===== config.mk =====
export PLATFORM = sky130hd
export DESIGN_NAME = voxel_face_cull_occlusion_mesher
export DESIGN_NICKNAME = d
export VERILOG_FILES = /design/src/hdl/vfcm_pkg.sv /design/src/hdl/vfcm_front.sv /design/src/hdl/vfcm_queue.sv /design/src/hdl/vfcm_back.sv /design/src/hdl/voxel_face_cull_occlusion_mesher.sv
export SDC_FILE = /design/constraint.sdc
export NUM_CORES = 1
export LEC_CHECK = 0
export BUFFER_PORTS_ARGS = -buffer_cell sky130_fd_sc_hd__buf_2
export CELL_PAD_IN_SITES_DETAIL_PLACEMENT = 1
export CELL_PAD_IN_SITES_GLOBAL_PLACEMENT = 2
export CORE_MARGIN = 5
export CORE_UTILIZATION = 40
export CTS_CLUSTER_DIAMETER = 120
export CTS_CLUSTER_SIZE = 30
export DETAILED_ROUTE_END_ITERATION = 7
export PLACE_DENSITY = 0.9
export SYNTH_ARGS = -nofsm -noshare
export SYNTH_HDL_FRONTEND = slang
export SYNTH_HIERARCHICAL = 1
export SYNTH_SLANG_ARGS = --single-unit

===== constraint.sdc =====
create_clock -name aclk -period 5.5 [get_ports aclk]
set_input_delay 1.1 -clock aclk [delete_from_list [all_inputs] [get_ports aclk]]
set_output_delay 1.1 -clock aclk [all_outputs]
set_load 0.1 [all_outputs]

===== src/hdl/vfcm_pkg.sv =====
// Shared constants, types and face tables of the voxel face mesher.
`default_nettype none
package vfcm_pkg;

    localparam int COORD_BITS  = 16;
    localparam int HEIGHT_BITS = 8;
    localparam int LIGHT_BITS  = 8;
    localparam int KIND_BITS   = 8;
    localparam int NB_BITS     = 14;
    localparam int NUM_FACES   = 6;
    localparam int QUEUE_DEPTH = 2;
    localparam int QPTR_BITS   = (QUEUE_DEPTH > 1) ? $clog2(QUEUE_DEPTH) : 1;
    localparam int QCNT_BITS   = $clog2(QUEUE_DEPTH + 1);

    localparam int PADDR_BITS  = 4;
    localparam int PDATA_BITS  = 32;

    localparam logic [1:0] REG_FULL_LIGHT      = 2'd0;
    localparam logic [1:0] REG_OCCLUDED_LIGHT  = 2'd1;
    localparam logic [1:0] REG_UNDERSIDE_LIGHT = 2'd2;

    localparam logic [LIGHT_BITS-1:0] FULL_LIGHT_RST      = 8'd255;
    localparam logic [LIGHT_BITS-1:0] OCCLUDED_LIGHT_RST  = 8'd217;
    localparam logic [LIGHT_BITS-1:0] UNDERSIDE_LIGHT_RST = 8'd166;

    localparam logic [2:0] FACE_FRONT  = 3'd0;
    localparam logic [2:0] FACE_LEFT   = 3'd1;
    localparam logic [2:0] FACE_BOTTOM = 3'd2;
    localparam logic [2:0] FACE_RIGHT  = 3'd3;
    localparam logic [2:0] FACE_TOP    = 3'd4;
    localparam logic [2:0] FACE_BACK   = 3'd5;

    localparam int NB_FRONT  = 0;
    localparam int NB_BACK   = 1;
    localparam int NB_LEFT   = 2;
    localparam int NB_RIGHT  = 3;
    localparam int NB_TOP    = 4;
    localparam int NB_BOTTOM = 5;

    localparam logic [NB_BITS-1:0] M_BOTTOM = 14'h0020;
    localparam logic [NB_BITS-1:0] M_OCC_FL = 14'h0540;
    localparam logic [NB_BITS-1:0] M_OCC_FR = 14'h0A40;
    localparam logic [NB_BITS-1:0] M_OCC_BL = 14'h1180;
    localparam logic [NB_BITS-1:0] M_OCC_BR = 14'h2280;

    typedef struct packed {
        logic [COORD_BITS-1:0]  pos_x;
        logic [HEIGHT_BITS-1:0] pos_y;
        logic [COORD_BITS-1:0]  pos_z;
        logic [NB_BITS-1:0]     nb;
        logic [KIND_BITS-1:0]   kind;
        logic [NUM_FACES-1:0]   faces;
    } entry_t;

    typedef struct packed {
        logic [LIGHT_BITS-1:0] full_light;
        logic [LIGHT_BITS-1:0] occluded_light;
        logic [LIGHT_BITS-1:0] underside_light;
    } light_cfg_t;

    // corner code: bit0 dx, bit1 dy, bit2 dz
    function automatic logic [2:0] corner_of(input logic [2:0] face, input logic [1:0] v);
        logic [11:0] row;
        row = 12'd0;
        case (face)
            FACE_FRONT:  row = {3'd2, 3'd3, 3'd1, 3'd0};
            FACE_LEFT:   row = {3'd6, 3'd2, 3'd0, 3'd4};
            FACE_BOTTOM: row = {3'd0, 3'd1, 3'd5, 3'd4};
            FACE_RIGHT:  row = {3'd3, 3'd7, 3'd5, 3'd1};
            FACE_TOP:    row = {3'd6, 3'd7, 3'd3, 3'd2};
            FACE_BACK:   row = {3'd7, 3'd6, 3'd4, 3'd5};
            default:     row = 12'd0;
        endcase
        return row[3*v +: 3];
    endfunction

    function automatic logic [NB_BITS-1:0] occ_of(input logic [2:0] face, input logic [1:0] v);
        logic [4*NB_BITS-1:0] row;
        row = '0;
        case (face)
            FACE_FRONT: row = {M_OCC_FL, M_OCC_FR, M_BOTTOM, M_BOTTOM};
            FACE_LEFT:  row = {M_OCC_BL, M_OCC_FL, M_BOTTOM, M_BOTTOM};
            FACE_RIGHT: row = {M_OCC_FR, M_OCC_BR, M_BOTTOM, M_BOTTOM};
            FACE_TOP:   row = {M_OCC_BL, M_OCC_BR, M_OCC_FR, M_OCC_FL};
            FACE_BACK:  row = {M_OCC_BR, M_OCC_BL, M_BOTTOM, M_BOTTOM};
            default:    row = '0;
        endcase
        return row[NB_BITS*v +: NB_BITS];
    endfunction

endpackage
`default_nettype wire


===== src/hdl/vfcm_front.sv =====
// Front end: accepts blocks and works out which faces are exposed.
`default_nettype none
module vfcm_front (
    input  wire logic                             s_valid,
    output logic                                  s_ready,
    input  wire logic [vfcm_pkg::COORD_BITS-1:0]  s_pos_x,
    input  wire logic [vfcm_pkg::HEIGHT_BITS-1:0] s_pos_y,
    input  wire logic [vfcm_pkg::COORD_BITS-1:0]  s_pos_z,
    input  wire logic [vfcm_pkg::NB_BITS-1:0]     s_neighbor_solid,
    input  wire logic [vfcm_pkg::KIND_BITS-1:0]   s_block_kind,
    input  wire logic                             q_full,
    output logic                                  q_push,
    output vfcm_pkg::entry_t                      q_entry
);

    logic [vfcm_pkg::NUM_FACES-1:0] faces;

    always_comb begin
        faces = '0;
        faces[vfcm_pkg::FACE_FRONT]  = !s_neighbor_solid[vfcm_pkg::NB_FRONT];
        faces[vfcm_pkg::FACE_LEFT]   = !s_neighbor_solid[vfcm_pkg::NB_LEFT];
        faces[vfcm_pkg::FACE_BOTTOM] = !s_neighbor_solid[vfcm_pkg::NB_BOTTOM]
                                       && (s_pos_y != '0);
        faces[vfcm_pkg::FACE_RIGHT]  = !s_neighbor_solid[vfcm_pkg::NB_RIGHT];
        faces[vfcm_pkg::FACE_TOP]    = !s_neighbor_solid[vfcm_pkg::NB_TOP];
        faces[vfcm_pkg::FACE_BACK]   = !s_neighbor_solid[vfcm_pkg::NB_BACK];
    end

    // drop fully hidden blocks here
    assign s_ready = !q_full;
    assign q_push  = s_valid && !q_full && (faces != '0);

    always_comb begin
        q_entry       = '0;
        q_entry.pos_x = s_pos_x;
        q_entry.pos_y = s_pos_y;
        q_entry.pos_z = s_pos_z;
        q_entry.nb    = s_neighbor_solid;
        q_entry.kind  = s_block_kind;
        q_entry.faces = faces;
    end

endmodule
`default_nettype wire


===== src/hdl/vfcm_queue.sv =====
// Short queue of classified blocks between front and back.
`default_nettype none
module vfcm_queue (
    input  wire logic             aclk,
    input  wire logic             aresetn,
    input  wire logic             push,
    input  vfcm_pkg::entry_t      push_entry,
    output logic                  full,
    input  wire logic             pop,
    output logic                  not_empty,
    output vfcm_pkg::entry_t      head
);

    vfcm_pkg::entry_t mem_reg [vfcm_pkg::QUEUE_DEPTH];
    logic [vfcm_pkg::QPTR_BITS-1:0] wr_ptr_reg, wr_ptr_next;
    logic [vfcm_pkg::QPTR_BITS-1:0] rd_ptr_reg, rd_ptr_next;
    logic [vfcm_pkg::QCNT_BITS-1:0] count_reg, count_next;
    logic do_push, do_pop;

    assign full      = (count_reg == vfcm_pkg::QCNT_BITS'(vfcm_pkg::QUEUE_DEPTH));
    assign not_empty = (count_reg != '0);
    assign head      = mem_reg[rd_ptr_reg];
    assign do_push   = push && !full;
    assign do_pop    = pop && not_empty;

    always_comb begin
        wr_ptr_next = wr_ptr_reg;
        rd_ptr_next = rd_ptr_reg;
        count_next  = count_reg;
        if (do_push) begin
            wr_ptr_next = (wr_ptr_reg == vfcm_pkg::QPTR_BITS'(vfcm_pkg::QUEUE_DEPTH - 1))
                          ? '0 : wr_ptr_reg + 1'b1;
        end
        if (do_pop) begin
            rd_ptr_next = (rd_ptr_reg == vfcm_pkg::QPTR_BITS'(vfcm_pkg::QUEUE_DEPTH - 1))
                          ? '0 : rd_ptr_reg + 1'b1;
        end
        if (do_push && !do_pop) begin
            count_next = count_reg + 1'b1;
        end else if (do_pop && !do_push) begin
            count_next = count_reg - 1'b1;
        end
    end

    always_ff @(posedge aclk) begin
        if (!aresetn) begin
            wr_ptr_reg <= '0;
            rd_ptr_reg <= '0;
            count_reg  <= '0;
        end else begin
            wr_ptr_reg <= wr_ptr_next;
            rd_ptr_reg <= rd_ptr_next;
            count_reg  <= count_next;
        end
    end

    always_ff @(posedge aclk) begin
        if (do_push) begin
            mem_reg[wr_ptr_reg] <= push_entry;
        end
    end

endmodule
`default_nettype wire


===== src/hdl/vfcm_back.sv =====
// Back end: walks the exposed faces and emits one vertex per cycle while m_ready does not stall it.
`default_nettype none
module vfcm_back (
    input  wire logic                               aclk,
    input  wire logic                               aresetn,
    input  vfcm_pkg::light_cfg_t                    cfg,
    input  wire logic                               q_not_empty,
    input  vfcm_pkg::entry_t                        q_head,
    output logic                                    q_pop,
    output logic                                    m_valid,
    input  wire logic                               m_ready,
    output logic signed [vfcm_pkg::COORD_BITS:0]    m_vert_x,
    output logic        [vfcm_pkg::HEIGHT_BITS:0]   m_vert_y,
    output logic signed [vfcm_pkg::COORD_BITS:0]    m_vert_z,
    output logic        [vfcm_pkg::LIGHT_BITS-1:0]  m_vert_light,
    output logic        [1:0]                       m_tex_corner,
    output logic        [2:0]                       m_face_id,
    output logic        [vfcm_pkg::KIND_BITS-1:0]   m_kind_out,
    output logic                                    m_last_vertex
);

    localparam int CB = vfcm_pkg::COORD_BITS;
    localparam int HB = vfcm_pkg::HEIGHT_BITS;

    vfcm_pkg::entry_t cur_reg;
    logic [vfcm_pkg::NUM_FACES-1:0] mask_reg, mask_next;
    logic [1:0] vtx_reg, vtx_next;
    logic busy_reg, busy_next;
    logic valid_reg, valid_next;

    logic signed [CB:0]  vx_reg;
    logic [HB:0]         vy_reg;
    logic signed [CB:0]  vz_reg;
    logic [vfcm_pkg::LIGHT_BITS-1:0] light_reg;
    logic [1:0] corner_idx_reg;
    logic [2:0] face_reg;
    logic [vfcm_pkg::KIND_BITS-1:0] kind_reg;
    logic last_reg;

    logic [2:0] face;
    logic [2:0] corner;
    logic [vfcm_pkg::LIGHT_BITS-1:0] light;
    logic [vfcm_pkg::NUM_FACES-1:0] mask_left;
    logic adv, emit, last;

    always_comb begin
        face = vfcm_pkg::FACE_BACK;
        for (int i = vfcm_pkg::NUM_FACES - 1; i >= 0; i--) begin
            if (mask_reg[i]) begin
                face = 3'(i);
            end
        end
    end

    assign corner = vfcm_pkg::corner_of(face, vtx_reg);

    always_comb begin
        if (face == vfcm_pkg::FACE_BOTTOM) begin
            light = cfg.underside_light;
        end else if ((cur_reg.nb & vfcm_pkg::occ_of(face, vtx_reg)) != '0) begin
            light = cfg.occluded_light;
        end else begin
            light = cfg.full_light;
        end
    end

    always_comb begin
        mask_left = mask_reg;
        mask_left[face] = 1'b0;
    end

    assign adv   = !valid_reg || m_ready;
    assign emit  = adv && busy_reg;
    assign last  = (vtx_reg == 2'd3) && (mask_left == '0);
    assign q_pop = q_not_empty && (!busy_reg || (emit && last));

    always_comb begin
        mask_next  = mask_reg;
        vtx_next   = vtx_reg;
        busy_next  = busy_reg;
        valid_next = adv ? emit : valid_reg;
        if (emit) begin
            vtx_next = vtx_reg + 1'b1;
            if (vtx_reg == 2'd3) begin
                mask_next = mask_left;
            end
            if (last) begin
                busy_next = 1'b0;
            end
        end
        if (q_pop) begin
            mask_next = q_head.faces;
            vtx_next  = 2'd0;
            busy_next = 1'b1;
        end
    end

    always_ff @(posedge aclk) begin
        if (!aresetn) begin
            busy_reg  <= 1'b0;
            valid_reg <= 1'b0;
            mask_reg  <= '0;
            vtx_reg   <= '0;
        end else begin
            busy_reg  <= busy_next;
            valid_reg <= valid_next;
            mask_reg  <= mask_next;
            vtx_reg   <= vtx_next;
        end
    end

    always_ff @(posedge aclk) begin
        if (q_pop) begin
            cur_reg <= q_head;
        end
        if (emit) begin
            vx_reg <= $signed({cur_reg.pos_x[CB-1], cur_reg.pos_x})
                      + $signed({{CB{1'b0}}, corner[0]});
            vy_reg <= {1'b0, cur_reg.pos_y} + {{HB{1'b0}}, corner[1]};
            vz_reg <= $signed({cur_reg.pos_z[CB-1], cur_reg.pos_z})
                      + $signed({{CB{1'b0}}, corner[2]});
            light_reg      <= light;
            corner_idx_reg <= vtx_reg;
            face_reg       <= face;
            kind_reg       <= cur_reg.kind;
            last_reg       <= last;
        end
    end

    assign m_valid       = valid_reg;
    assign m_vert_x      = vx_reg;
    assign m_vert_y      = vy_reg;
    assign m_vert_z      = vz_reg;
    assign m_vert_light  = light_reg;
    assign m_tex_corner  = corner_idx_reg;
    assign m_face_id     = face_reg;
    assign m_kind_out    = kind_reg;
    assign m_last_vertex = last_reg;

endmodule
`default_nettype wire


===== src/hdl/voxel_face_cull_occlusion_mesher.sv =====
// Top level of the voxel face culling and ambient occlusion mesher.
// Each accepted block yields four vertices per exposed face, one vertex per clock cycle from
// the back-end sequencer while m_ready does not stall it; the front end classifies a block
// combinationally and drops a block with no exposed face without producing anything. A
// two-entry queue sits between front and back, so blocks keep being accepted while
// vertices are still draining, and consecutive blocks stream with no gap on the vertex
// output. Light levels come from three APB registers (full, occluded, underside at byte
// addresses 0, 4, 8); write them only while the block is idle.
`default_nettype none
module voxel_face_cull_occlusion_mesher (
    input  wire logic                                aclk,
    input  wire logic                                aresetn,
    input  wire logic                                psel,
    input  wire logic                                penable,
    input  wire logic                                pwrite,
    input  wire logic [vfcm_pkg::PADDR_BITS-1:0]     paddr,
    input  wire logic [vfcm_pkg::PDATA_BITS-1:0]     pwdata,
    output logic      [vfcm_pkg::PDATA_BITS-1:0]     prdata,
    output logic                                     pready,
    input  wire logic                                s_valid,
    output logic                                     s_ready,
    input  wire logic signed [vfcm_pkg::COORD_BITS-1:0] s_pos_x,
    input  wire logic        [vfcm_pkg::HEIGHT_BITS-1:0] s_pos_y,
    input  wire logic signed [vfcm_pkg::COORD_BITS-1:0] s_pos_z,
    input  wire logic        [vfcm_pkg::NB_BITS-1:0]  s_neighbor_solid,
    input  wire logic        [vfcm_pkg::KIND_BITS-1:0] s_block_kind,
    output logic                                     m_valid,
    input  wire logic                                m_ready,
    output logic signed [vfcm_pkg::COORD_BITS:0]     m_vert_x,
    output logic        [vfcm_pkg::HEIGHT_BITS:0]    m_vert_y,
    output logic signed [vfcm_pkg::COORD_BITS:0]     m_vert_z,
    output logic        [vfcm_pkg::LIGHT_BITS-1:0]   m_vert_light,
    output logic        [1:0]                        m_tex_corner,
    output logic        [2:0]                        m_face_id,
    output logic        [vfcm_pkg::KIND_BITS-1:0]    m_kind_out,
    output logic                                     m_last_vertex
);

    vfcm_pkg::light_cfg_t cfg_reg;
    vfcm_pkg::entry_t q_in, q_head;
    logic q_push, q_full, q_pop, q_not_empty;
    logic [1:0] reg_idx;
    logic wr_en;

    assign pready  = 1'b1;
    assign reg_idx = paddr[3:2];
    assign wr_en   = psel && penable && pwrite;

    always_ff @(posedge aclk) begin
        if (!aresetn) begin
            cfg_reg.full_light      <= vfcm_pkg::FULL_LIGHT_RST;
            cfg_reg.occluded_light  <= vfcm_pkg::OCCLUDED_LIGHT_RST;
            cfg_reg.underside_light <= vfcm_pkg::UNDERSIDE_LIGHT_RST;
        end else if (wr_en) begin
            case (reg_idx)
                vfcm_pkg::REG_FULL_LIGHT: begin
                    cfg_reg.full_light <= pwdata[vfcm_pkg::LIGHT_BITS-1:0];
                end
                vfcm_pkg::REG_OCCLUDED_LIGHT: begin
                    cfg_reg.occluded_light <= pwdata[vfcm_pkg::LIGHT_BITS-1:0];
                end
                vfcm_pkg::REG_UNDERSIDE_LIGHT: begin
                    cfg_reg.underside_light <= pwdata[vfcm_pkg::LIGHT_BITS-1:0];
                end
                default: begin
                end
            endcase
        end
    end

    always_comb begin
        prdata = '0;
        case (reg_idx)
            vfcm_pkg::REG_FULL_LIGHT:      prdata[vfcm_pkg::LIGHT_BITS-1:0] = cfg_reg.full_light;
            vfcm_pkg::REG_OCCLUDED_LIGHT:  prdata[vfcm_pkg::LIGHT_BITS-1:0] = cfg_reg.occluded_light;
            vfcm_pkg::REG_UNDERSIDE_LIGHT: prdata[vfcm_pkg::LIGHT_BITS-1:0] = cfg_reg.underside_light;
            default:                       prdata = '0;
        endcase
    end

    vfcm_front u_front (
        .s_valid          (s_valid),
        .s_ready          (s_ready),
        .s_pos_x          (s_pos_x),
        .s_pos_y          (s_pos_y),
        .s_pos_z          (s_pos_z),
        .s_neighbor_solid (s_neighbor_solid),
        .s_block_kind     (s_block_kind),
        .q_full           (q_full),
        .q_push           (q_push),
        .q_entry          (q_in)
    );

    vfcm_queue u_queue (
        .aclk       (aclk),
        .aresetn    (aresetn),
        .push       (q_push),
        .push_entry (q_in),
        .full       (q_full),
        .pop        (q_pop),
        .not_empty  (q_not_empty),
        .head       (q_head)
    );

    vfcm_back u_back (
        .aclk          (aclk),
        .aresetn       (aresetn),
        .cfg           (cfg_reg),
        .q_not_empty   (q_not_empty),
        .q_head        (q_head),
        .q_pop         (q_pop),
        .m_valid       (m_valid),
        .m_ready       (m_ready),
        .m_vert_x      (m_vert_x),
        .m_vert_y      (m_vert_y),
        .m_vert_z      (m_vert_z),
        .m_vert_light  (m_vert_light),
        .m_tex_corner  (m_tex_corner),
        .m_face_id     (m_face_id),
        .m_kind_out    (m_kind_out),
        .m_last_vertex (m_last_vertex)
    );

endmodule
`default_nettype wire


# Word-level counts from Yosys, hierarchy flattened

Memory sizes are Yosys's and may differ from the RTL's. A register that Yosys moved wholly into a read port is not among the register bits.
Index checks and enable logic that the tools add are counted.

Bits in registers: 165
Memories kept: 1
Memory bits (writable): 136
Input bits: 105

Memory list:

| name            | depth | width | rd ports | clocked after Yosys merged registers in | wr ports | RTL line         | text |
|---|---|---|---|---|---|---|---|
| u_queue.mem_reg | 2     | 68    | 1        | 1                                       | 1        | vfcm_queue.sv:14 | `vfcm_pkg::entry_t mem_reg [vfcm_pkg::QUEUE_DEPTH];` |

Multiplexer cells: 27
Shifts and indexed selects: 2
Magnitude comparators: 2
Multiply operators: 2
Reduce and logical (&&, ||, !) cells: 44
Eq/ne operators: 9
Bitwise gates (word level): 4
$add $sub $neg: 8

Operators by type and width:

| cell               | number |
|---|---|
| $pmux 56 s5        | 1 |
| $pmux 12 s6        | 1 |
| $mux 56            | 1 |
| $shiftx 56x7->14   | 1 |
| $add 16x2->17      | 2 |
| $pmux 8 s3         | 1 |
| $mux 6             | 3 |
| $mux 8             | 2 |
| $and 14x14->14     | 1 |
| $logic_and 1x1->1  | 14 |
| $reduce_bool 14->1 | 1 |
| $mux 3             | 4 |
| $shiftx 12x5->3    | 1 |
| $logic_not 1->1    | 11 |
| $mux 1             | 11 |
| $reduce_and 2->1   | 5 |
| $reduce_bool 2->1  | 5 |
| $add 8x1->9        | 1 |
| $reduce_bool 8->1  | 1 |
| $and 6x6->6        | 1 |
| $eq 2x2->1 const B | 3 |
| $eq 3x2->1 const B | 2 |
| $eq 3x3->1 const B | 2 |
| $logic_not 6->1    | 1 |
| other kinds (18)   | 22 |

# Depth between registers and ports, before layout

Gate-level depths: netlist (run 1).

Depth after elaboration: 20
Gate-level depth with buffers: 12
Mapped depth without buffers: 11

# Modules after synthesis

Netlist (run 1), hierarchy kept.

By module, submodules not included:

| module                           | instances | area each (um2) | sequential area each (um2) | cells an instance |
|---|---|---|---|---|
| vfcm_back                        | 1         | 5565.3          | 3863.7                     | 385 |
| vfcm_queue                       | 1         | 5226.3          | 4184.0                     | 237 |
| voxel_face_cull_occlusion_mesher | 1         | 1388.8          | 480.5                      | 154 |
| vfcm_front                       | 1         | 540.5           | 0.0                        | 76 |

# Worst setup path after synthesis (run 1)

No wires, ideal clock.

Path kind: flip-flop to flip-flop
Start point: register u_queue/count_reg[0] (netlist bit)
End point: memory u_queue/mem_reg[0][0] (netlist bit), enable pin
Stages on the path, launching flop included: 8
Data required time: 5.017 ns
Setup slack: 0.785 ns
Arrival: 4.232 ns
Clock period less this slack: 4.715 ns
Path buffers: 0
Cells stage by stage: dfxtp_1 nand2b_1 inv_2 inv_1 nand2_1 a21oi_2 inv_1 nor3_2

Cells in the longest elaborated chain, start to end: 7

Ends and longest elaborated chain:

| what                            | RTL line                               | text |
|---|---|---|
| start: declaration              | vfcm_queue.sv:17                       | `logic [vfcm_pkg::QCNT_BITS-1:0] count_reg, count_next;` |
| start signal: assignment        | vfcm_queue.sv:53                       | `count_reg <= count_next;` |
| $eq 2x2->1                      | vfcm_queue.sv:20                       | `assign full = (count_reg == vfcm_pkg::QCNT_BITS'(vfcm_pkg::QUEUE_DEPTH));` |
| net q_full                      | voxel_face_cull_occlusion_mesher.sv:41 | `logic q_push, q_full, q_pop, q_not_empty;` |
| $logic_not 1->1                 | -                                      |  |
| net s_ready                     | voxel_face_cull_occlusion_mesher.sv:21 | `output logic s_ready,` |
| $logic_and 1x1->1 (2 in series) | vfcm_front.sv:31                       | `assign q_push = s_valid && !q_full && (faces != '0);` |
| net q_push                      | voxel_face_cull_occlusion_mesher.sv:41 |  |
| $logic_and 1x1->1               | vfcm_queue.sv:23                       | `assign do_push = push && !full;` |
| $mux 1                          | vfcm_queue.sv:58                       | `if (do_push) begin` |
| $mux 1 (implied by the code)    | vfcm_queue.sv:59                       | `mem_reg[wr_ptr_reg] <= push_entry;` |
| end: declaration                | vfcm_queue.sv:14                       |  |

The timed path passes the listed nets, and every way through them passes these cells.

# Final worst setup path (run 1)

Start point: input paddr[3] (netlist bit)
End point: output prdata[4] (netlist bit)

Cells in the longest elaborated chain, start to end: 2

Ends and longest elaborated chain:

| what                               | RTL line                               | text |
|---|---|---|
| start: declaration                 | voxel_face_cull_occlusion_mesher.sv:16 | `input wire logic [vfcm_pkg::PADDR_BITS-1:0] paddr,` |
| $eq 2x2->1 (tied with other cells) | voxel_face_cull_occlusion_mesher.sv:73 | `case (reg_idx)` |
| $pmux 8 s3 *                       | voxel_face_cull_occlusion_mesher.sv:73 |  |
| end: declaration                   | voxel_face_cull_occlusion_mesher.sv:18 | `output logic [vfcm_pkg::PDATA_BITS-1:0] prdata,` |

Every way passes the cells marked *; elsewhere a longest branch is shown, timed or not.

==> results of run 1 <==
cell type report:
| type | count | area, sq um | share of cell area [%] |
|---|---|---|---|
| Antenna cell | 4 | 10.0 | 0.0754 |
| Clock buffer | 20 | 352 | 2.65 |
| Clock inverter | 2 | 25.0 | 0.188 |
| Inverter | 15 | 57.6 | 0.433 |
| Multi-Input combinational cell | 439 | 3300 | 24.9 |
| Sequential cell | 287 | 8230 | 62.0 |
| Tap cell | 396 | 495 | 3.73 |
| Timing Repair Buffer | 159 | 811 | 6.10 |
power by group:
group	switching, mW	leakage [nW]	internal (mW)	total (mW)
Combinational	2.10	1.99	0.737	2.84
Sequential	0.404	2.63	3.18	3.59
Clock	0.638	0.180	0.459	1.10
Total	3.14	4.80	4.38	7.52
layer usage:
| metal | vias up | track usage (%) | part of all wire (%) |
|---|---|---|---|
| li1 | 3106 | - | - |
| met3 | 36 | 2.68 | 5.6 |
| met4 | 10 | 3.47 | 1.9 |
| met5 | - | 0 | 0.20 |
| met1 | 3188 | 17.6 | 42 |
| met2 | 142 | 24.2 | 50 |
how the worst max path moves through the flow:
stage                         from         to  slack, ns  cells past startpoint
after global placement    paddr[3]  prdata[2]       1.71                      5
after detailed placement  paddr[3]  prdata[2]       1.69                      5
after global routing      paddr[3]  prdata[4]       1.58                      5
after CTS                 paddr[3]  prdata[2]       1.67                      5
after floorplan           paddr[2]  prdata[0]       0.91                      3
final                     paddr[3]  prdata[4]       1.62                      5
per-stage QoR:
step | util (%) | hold WS, ns | power [mW] | area (sq um) | cells
after floorplan | - | 0.400 | 5.98 | 12400 | 855
after global placement | 42.3 | 0.404 | 6.42 | 12900 | 1296
after detailed placement | 42.3 | 0.406 | 6.51 | 12900 | 1296
after CTS | 43.5 | 0.428 | 7.62 | 13300 | 1318
after global routing | 43.5 | 0.447 | 7.92 | 13300 | 1322
final | 43.5 | 0.428 | 7.52 | 13300 | 1322
==> results.yml, run 1 <==
power:
  leakagePower_nw: 4.80
  power.density_nw_per_um2: 566
  peakVddDrop_mv: 0.338
clock_network:
  cts-resized-gates: 0
  post-cts-setup-buffer-count: 0
  cts.hold.buffers_added: 0
  tritoncts_clock_tree: "built"
  cts.path.max_buffers: 3
  cts-root-buf: "clkbuf_16"
  htreeDepth: 1
  cts_buffers: 13
  clkLatencyLatePin_ns: 0.49
  clk_slew_on_worst_s_h_paths_ns: 0.09
  clock_sink_count: 287
cells_and_area:
  most-common-layout-cells: "edfxtp_1 (248), buf_2 (153), nand2_1 (59), mux2_2 (43), dfxtp_1 (38)"
  final_common_cell: "edfxtp_1"
  drive_gt1_share_pct: 28.5
  largest_register_ffs: 126
  final_nets: 1028
  fillers: 3131
  area_growth_pct: 7.77
floorplan:
  core.rowCount: 64
  die_x_um: 186
  io_pins: 205
  initial_core_util_pct: 40.4
  die_h_um: 186
  design.die.area_sq_um: 34400
  fp.coreArea_sq_um: 30500
grt:
  grt_first_pass_wirelength_um: 37500
  first_global_vias: 6830
  global_route.usage.total_pct: 13.8
  globalRouteOverflowTotal: 0
  antenna_found_initial: 9
  pin_count_of_the_biggest_net_entering_global_routing: 70
sta:
  worstMarginPinSlew_ns: 1.02
  finalSetupViolCount: 0
  final.setup.worst_slack_ns: 1.62
  max_freq_ghz: 0.258
  grt_setup_unrepaired: "false"
  slew_headroom_pct: 32.1
  clock-skew-final_ns: 0.0206
  final-max-slew-violation-count: 0
  final_period_minus_worst_setup_slack_ns: 3.88
  timing.final.crit_share_pct: 70.6
  fin_tns_setup_ns: 0
  finalHoldViolations: 0
setup_path:
  worst_path_most_repeated_cell: "buf_2"
  setup.worst_path.class: "input port to output pin"
  r2r.worst_path.cells: 11
  start_kind: "input port"
  worstPathMaxFanout: 14
  rrSetupSlack_ns: 2.06
  critical_path.cell_chain: "buf_2 -> nor2b_1 -> nand2_1 -> o21ai_0 -> buf_2"
  cp_top_family: "simple AND/OR/NAND/NOR gates"
  worstPathRequired_ns: 4.40
  rr_startpoint: "u_back/vtx_reg[0]"
  cp.arrival_ns: 2.78
  path_buf_inv: 2
  critPathCaptureType: "output pin"
  max_stage_delay_ns: 0.66
  slowest_stage: "nor2b_1"
  worst_r2r_endpoint: "u_back/m_vert_x[14]"
min_path:
  min_delay_worst_endpoint: "u_back/m_kind_out[2]"
  timing.hold.worst.start: "u_back/cur_reg[8]"
  min_path_cells: 0
  timing.hold.worst.class: "flop to flop"
route:
  post-route-drc-count: 0
  drt_iter0_markers: 371
  vias: 6482
  via_per_inst: 4.90
  wl_um: 24200
  routed_wire_length_per_instance_um: 18.3
  firstDrtPassIters: 4
  drt.antenna.violating_nets: 0
run_status:
  status: "completed"
place:
  detailedPlacementHpwl_um: 16700
  place.gp.congestion: 0.790
  placement.io_buffers: 153
  dp_worst_setup_slack_ns: 1.69
synth:
  synth.yosys.warnings: 6
  syn-cell-area_sq_um: 12300
  netlist_instances: 832
  syn_avg_cell_area_sq_um: 14.8
run:
  maxCapViolCount: 0
Power figures use the tool's default switching activity.
==> inputs of run 2 (changes only) <==
ABC_AREA = 1   (was not set)
CORE_UTILIZATION = 39   (was 40)
PLACE_DENSITY = 0.91   (was 0.9)
clock period = 4 ns   (was 5.5 ns; I/O delays follow)
==> run 2 against run 1 <==
  * Total power increased by 40%
  * Combinational power is 50% higher
  * Clock power is 38% higher
  * Global-route usage rose by 0.51 points
  * Register-to-register slack got worse by 1.2 ns
  * Critical path type is now flop to flop
  * Largest power group unchanged
  * Highest routed layer unchanged
==> results.yml, run 2 <==
run_status:
  status: "completed"
sta:
  final_period_minus_worst_setup_slack_ns: 3.13
  clock-skew-final_ns: 0.0358
  max_freq_ghz: 0.319
  fin_tns_setup_ns: 0
  finalHoldViolations: 0
  final-max-slew-violation-count: 0
  timing.final.crit_share_pct: 78.3
  grt_setup_unrepaired: "false"
  slew_headroom_pct: 32.5
  worstMarginPinSlew_ns: 1.01
  finalSetupViolCount: 0
grt:
  antenna_found_initial: 9
  grt_first_pass_wirelength_um: 40300
  first_global_vias: 7413
  pin_count_of_the_biggest_net_entering_global_routing: 68
  global_route.usage.total_pct: 14.3
  globalRouteOverflowTotal: 0
clock_network:
  tritoncts_clock_tree: "built"
  cts-resized-gates: 0
  cts.hold.buffers_added: 0
  clkLatencyLatePin_ns: 0.51
  cts-root-buf: "clkbuf_16"
  cts_buffers: 13
  clock_sink_count: 287
  cts.path.max_buffers: 3
  clk_slew_on_worst_s_h_paths_ns: 0.12
  post-cts-setup-buffer-count: 0
  htreeDepth: 1
place:
  post-place-cells: 1445
  detailedPlacementHpwl_um: 18400
  placement.io_buffers: 153
  place.gp.congestion: 0.786
route:
  firstDrtPassIters: 4
  vias: 6863
  drt_iter0_markers: 273
  via_per_inst: 4.67
  wl_um: 25600
  drt.antenna.violating_nets: 0
  routed_wire_length_per_instance_um: 17.4
  post-route-drc-count: 0
floorplan:
  initial_core_util_pct: 39.2
  die_h_um: 188
  design.die.area_sq_um: 35200
  die_x_um: 188
  core.rowCount: 65
  io_pins: 205
  fp.coreArea_sq_um: 31300
cells_and_area:
  area_growth_pct: 9.02
  register_area_sq_um: 8230
  fin_util_pct: 42.8
  final_nets: 1171
  drive_gt1_share_pct: 26.8
  most-common-layout-cells: "edfxtp_1 (248), nand2_1 (176), buf_2 (153), inv_1 (75), nand3_1 (68)"
  instances_no_fill: 1471
  final_common_cell: "edfxtp_1"
  largest_register_ffs: 126
  multi_input_comb_area_sq_um: 3110
  fillers: 3312
synth:
  netlist_instances: 956
  syn-cell-area_sq_um: 12300
  syn_avg_cell_area_sq_um: 12.9
  synth.yosys.warnings: 6
setup_path:
  critPathCaptureType: "flop"
  worstPathRequired_ns: 4.25
  setup.worst_path.start: "u_back/mask_reg[2]"
  worstPathMaxFanout: 6
  cp.arrival_ns: 3.38
  start_kind: "flop"
  r2r.worst_path.cells: 14
  rrSetupSlack_ns: 0.87
  worst_r2r_endpoint: "u_back/m_vert_z[14]"
  crit_end: "u_back/m_vert_z[14]"
  rr_startpoint: "u_back/mask_reg[2]"
  setup.worst_path.class: "flop to flop"
power:
  leakagePower_nw: 5.29
  peakVddDrop_mv: 0.611
  power.density_nw_per_um2: 788
run:
  maxCapViolCount: 0
min_path:
  min_path_cells: 0
  timing.hold.worst.start: "u_back/cur_reg[7]"
  timing.hold.worst.class: "flop to flop"
==> run 2: cell count changes in the layout (fill, tap and decap cells not counted), sizes merged, moves of 7 or more <==
cell / before / now
o21ai: 17 / 7
nand2b: 7 / 0
nand2: 59 / 188
xnor2: 27 / 5
nor2: 21 / 59
xor2: 11 / 28
o31ai: 9 / 1
o211ai: 13 / 0
nor2b: 34 / 0
mux2i: 33 / 0
inv: 15 / 85
and3: 8 / 1
nand3: 22 / 77
==> run 2: how the worst min path moves through the flow <==
stage | end | slack [ns]
after floorplan | u_back/m_kind_out[0] | 0.40
after global placement | u_back/m_kind_out[3] | 0.40
after detailed placement | u_back/m_kind_out[6] | 0.41
after CTS | u_back/m_kind_out[6] | 0.44
after global routing | u_queue/mem_reg[0][66] | 0.44
final | u_back/m_kind_out[1] | 0.44
==> run 2: routing by layer <==
metal / GRT usage (%) / vias to the layer above / part of all wire [%]
li1: - / 3371 / -
met1: 17.2 / 3332 / 41
met2: 26.4 / 111 / 53
met3: 3.18 / 37 / 4.8
met4: 2.77 / 12 / 1.7
met5: 0 / - / 0.28
==> run 2: area by class of cell <==
| cell class | instances | area share, % |
|---|---|---|
| clock inverters | 2 | 0.187 |
| diodes | 4 | 0.0747 |
| well taps | 402 | 3.75 |
| flip-flops and latches | 287 | 61.4 |
| clock buffers | 20 | 2.62 |
| repair buffers | 160 | 6.20 |
| multi-input cells | 509 | 23.2 |
| inverters | 87 | 2.48 |
==> run 2: stage by stage <==
stage | power, mW | setup slack, ns | instance area, sq um | hold WS (ns)
2_1_floorplan | 8.27 | -0.548 | 12400 | 0.400
3_3_place_gp | 8.99 | 0.904 | 13000 | 0.403
3_5_place_dp | 9.16 | 0.841 | 13000 | 0.414
4_1_cts | 10.7 | 0.818 | 13400 | 0.438
5_1_grt | 11.1 | 0.484 | 13400 | 0.444
6_report | 10.6 | 0.869 | 13400 | 0.437
==> run 2: power by group <==
group / total, mW / switching, mW / internal (mW) / leakage (nW)
clock: 1.52 / 0.891 / 0.632 / 0.180
combinational: 4.27 / 3.33 / 0.942 / 2.48
sequential: 4.76 / 0.423 / 4.34 / 2.63
==> run 2: worst max-delay path: stages (launching register included) <==
cell and delay, ns:
dfxtp_1 0.39, nor2_2 0.27, nand3_2 0.22, nand2_1 0.13, o21ai_0 0.08, o21bai_1 0.22, ha_1 0.21, ha_1 0.19
nand3_1 0.13, nor3b_2 0.26, nand3_1 0.14, nor2_1 0.16, nand4_1 0.10, nor4_1 0.28, nor2_1 0.08
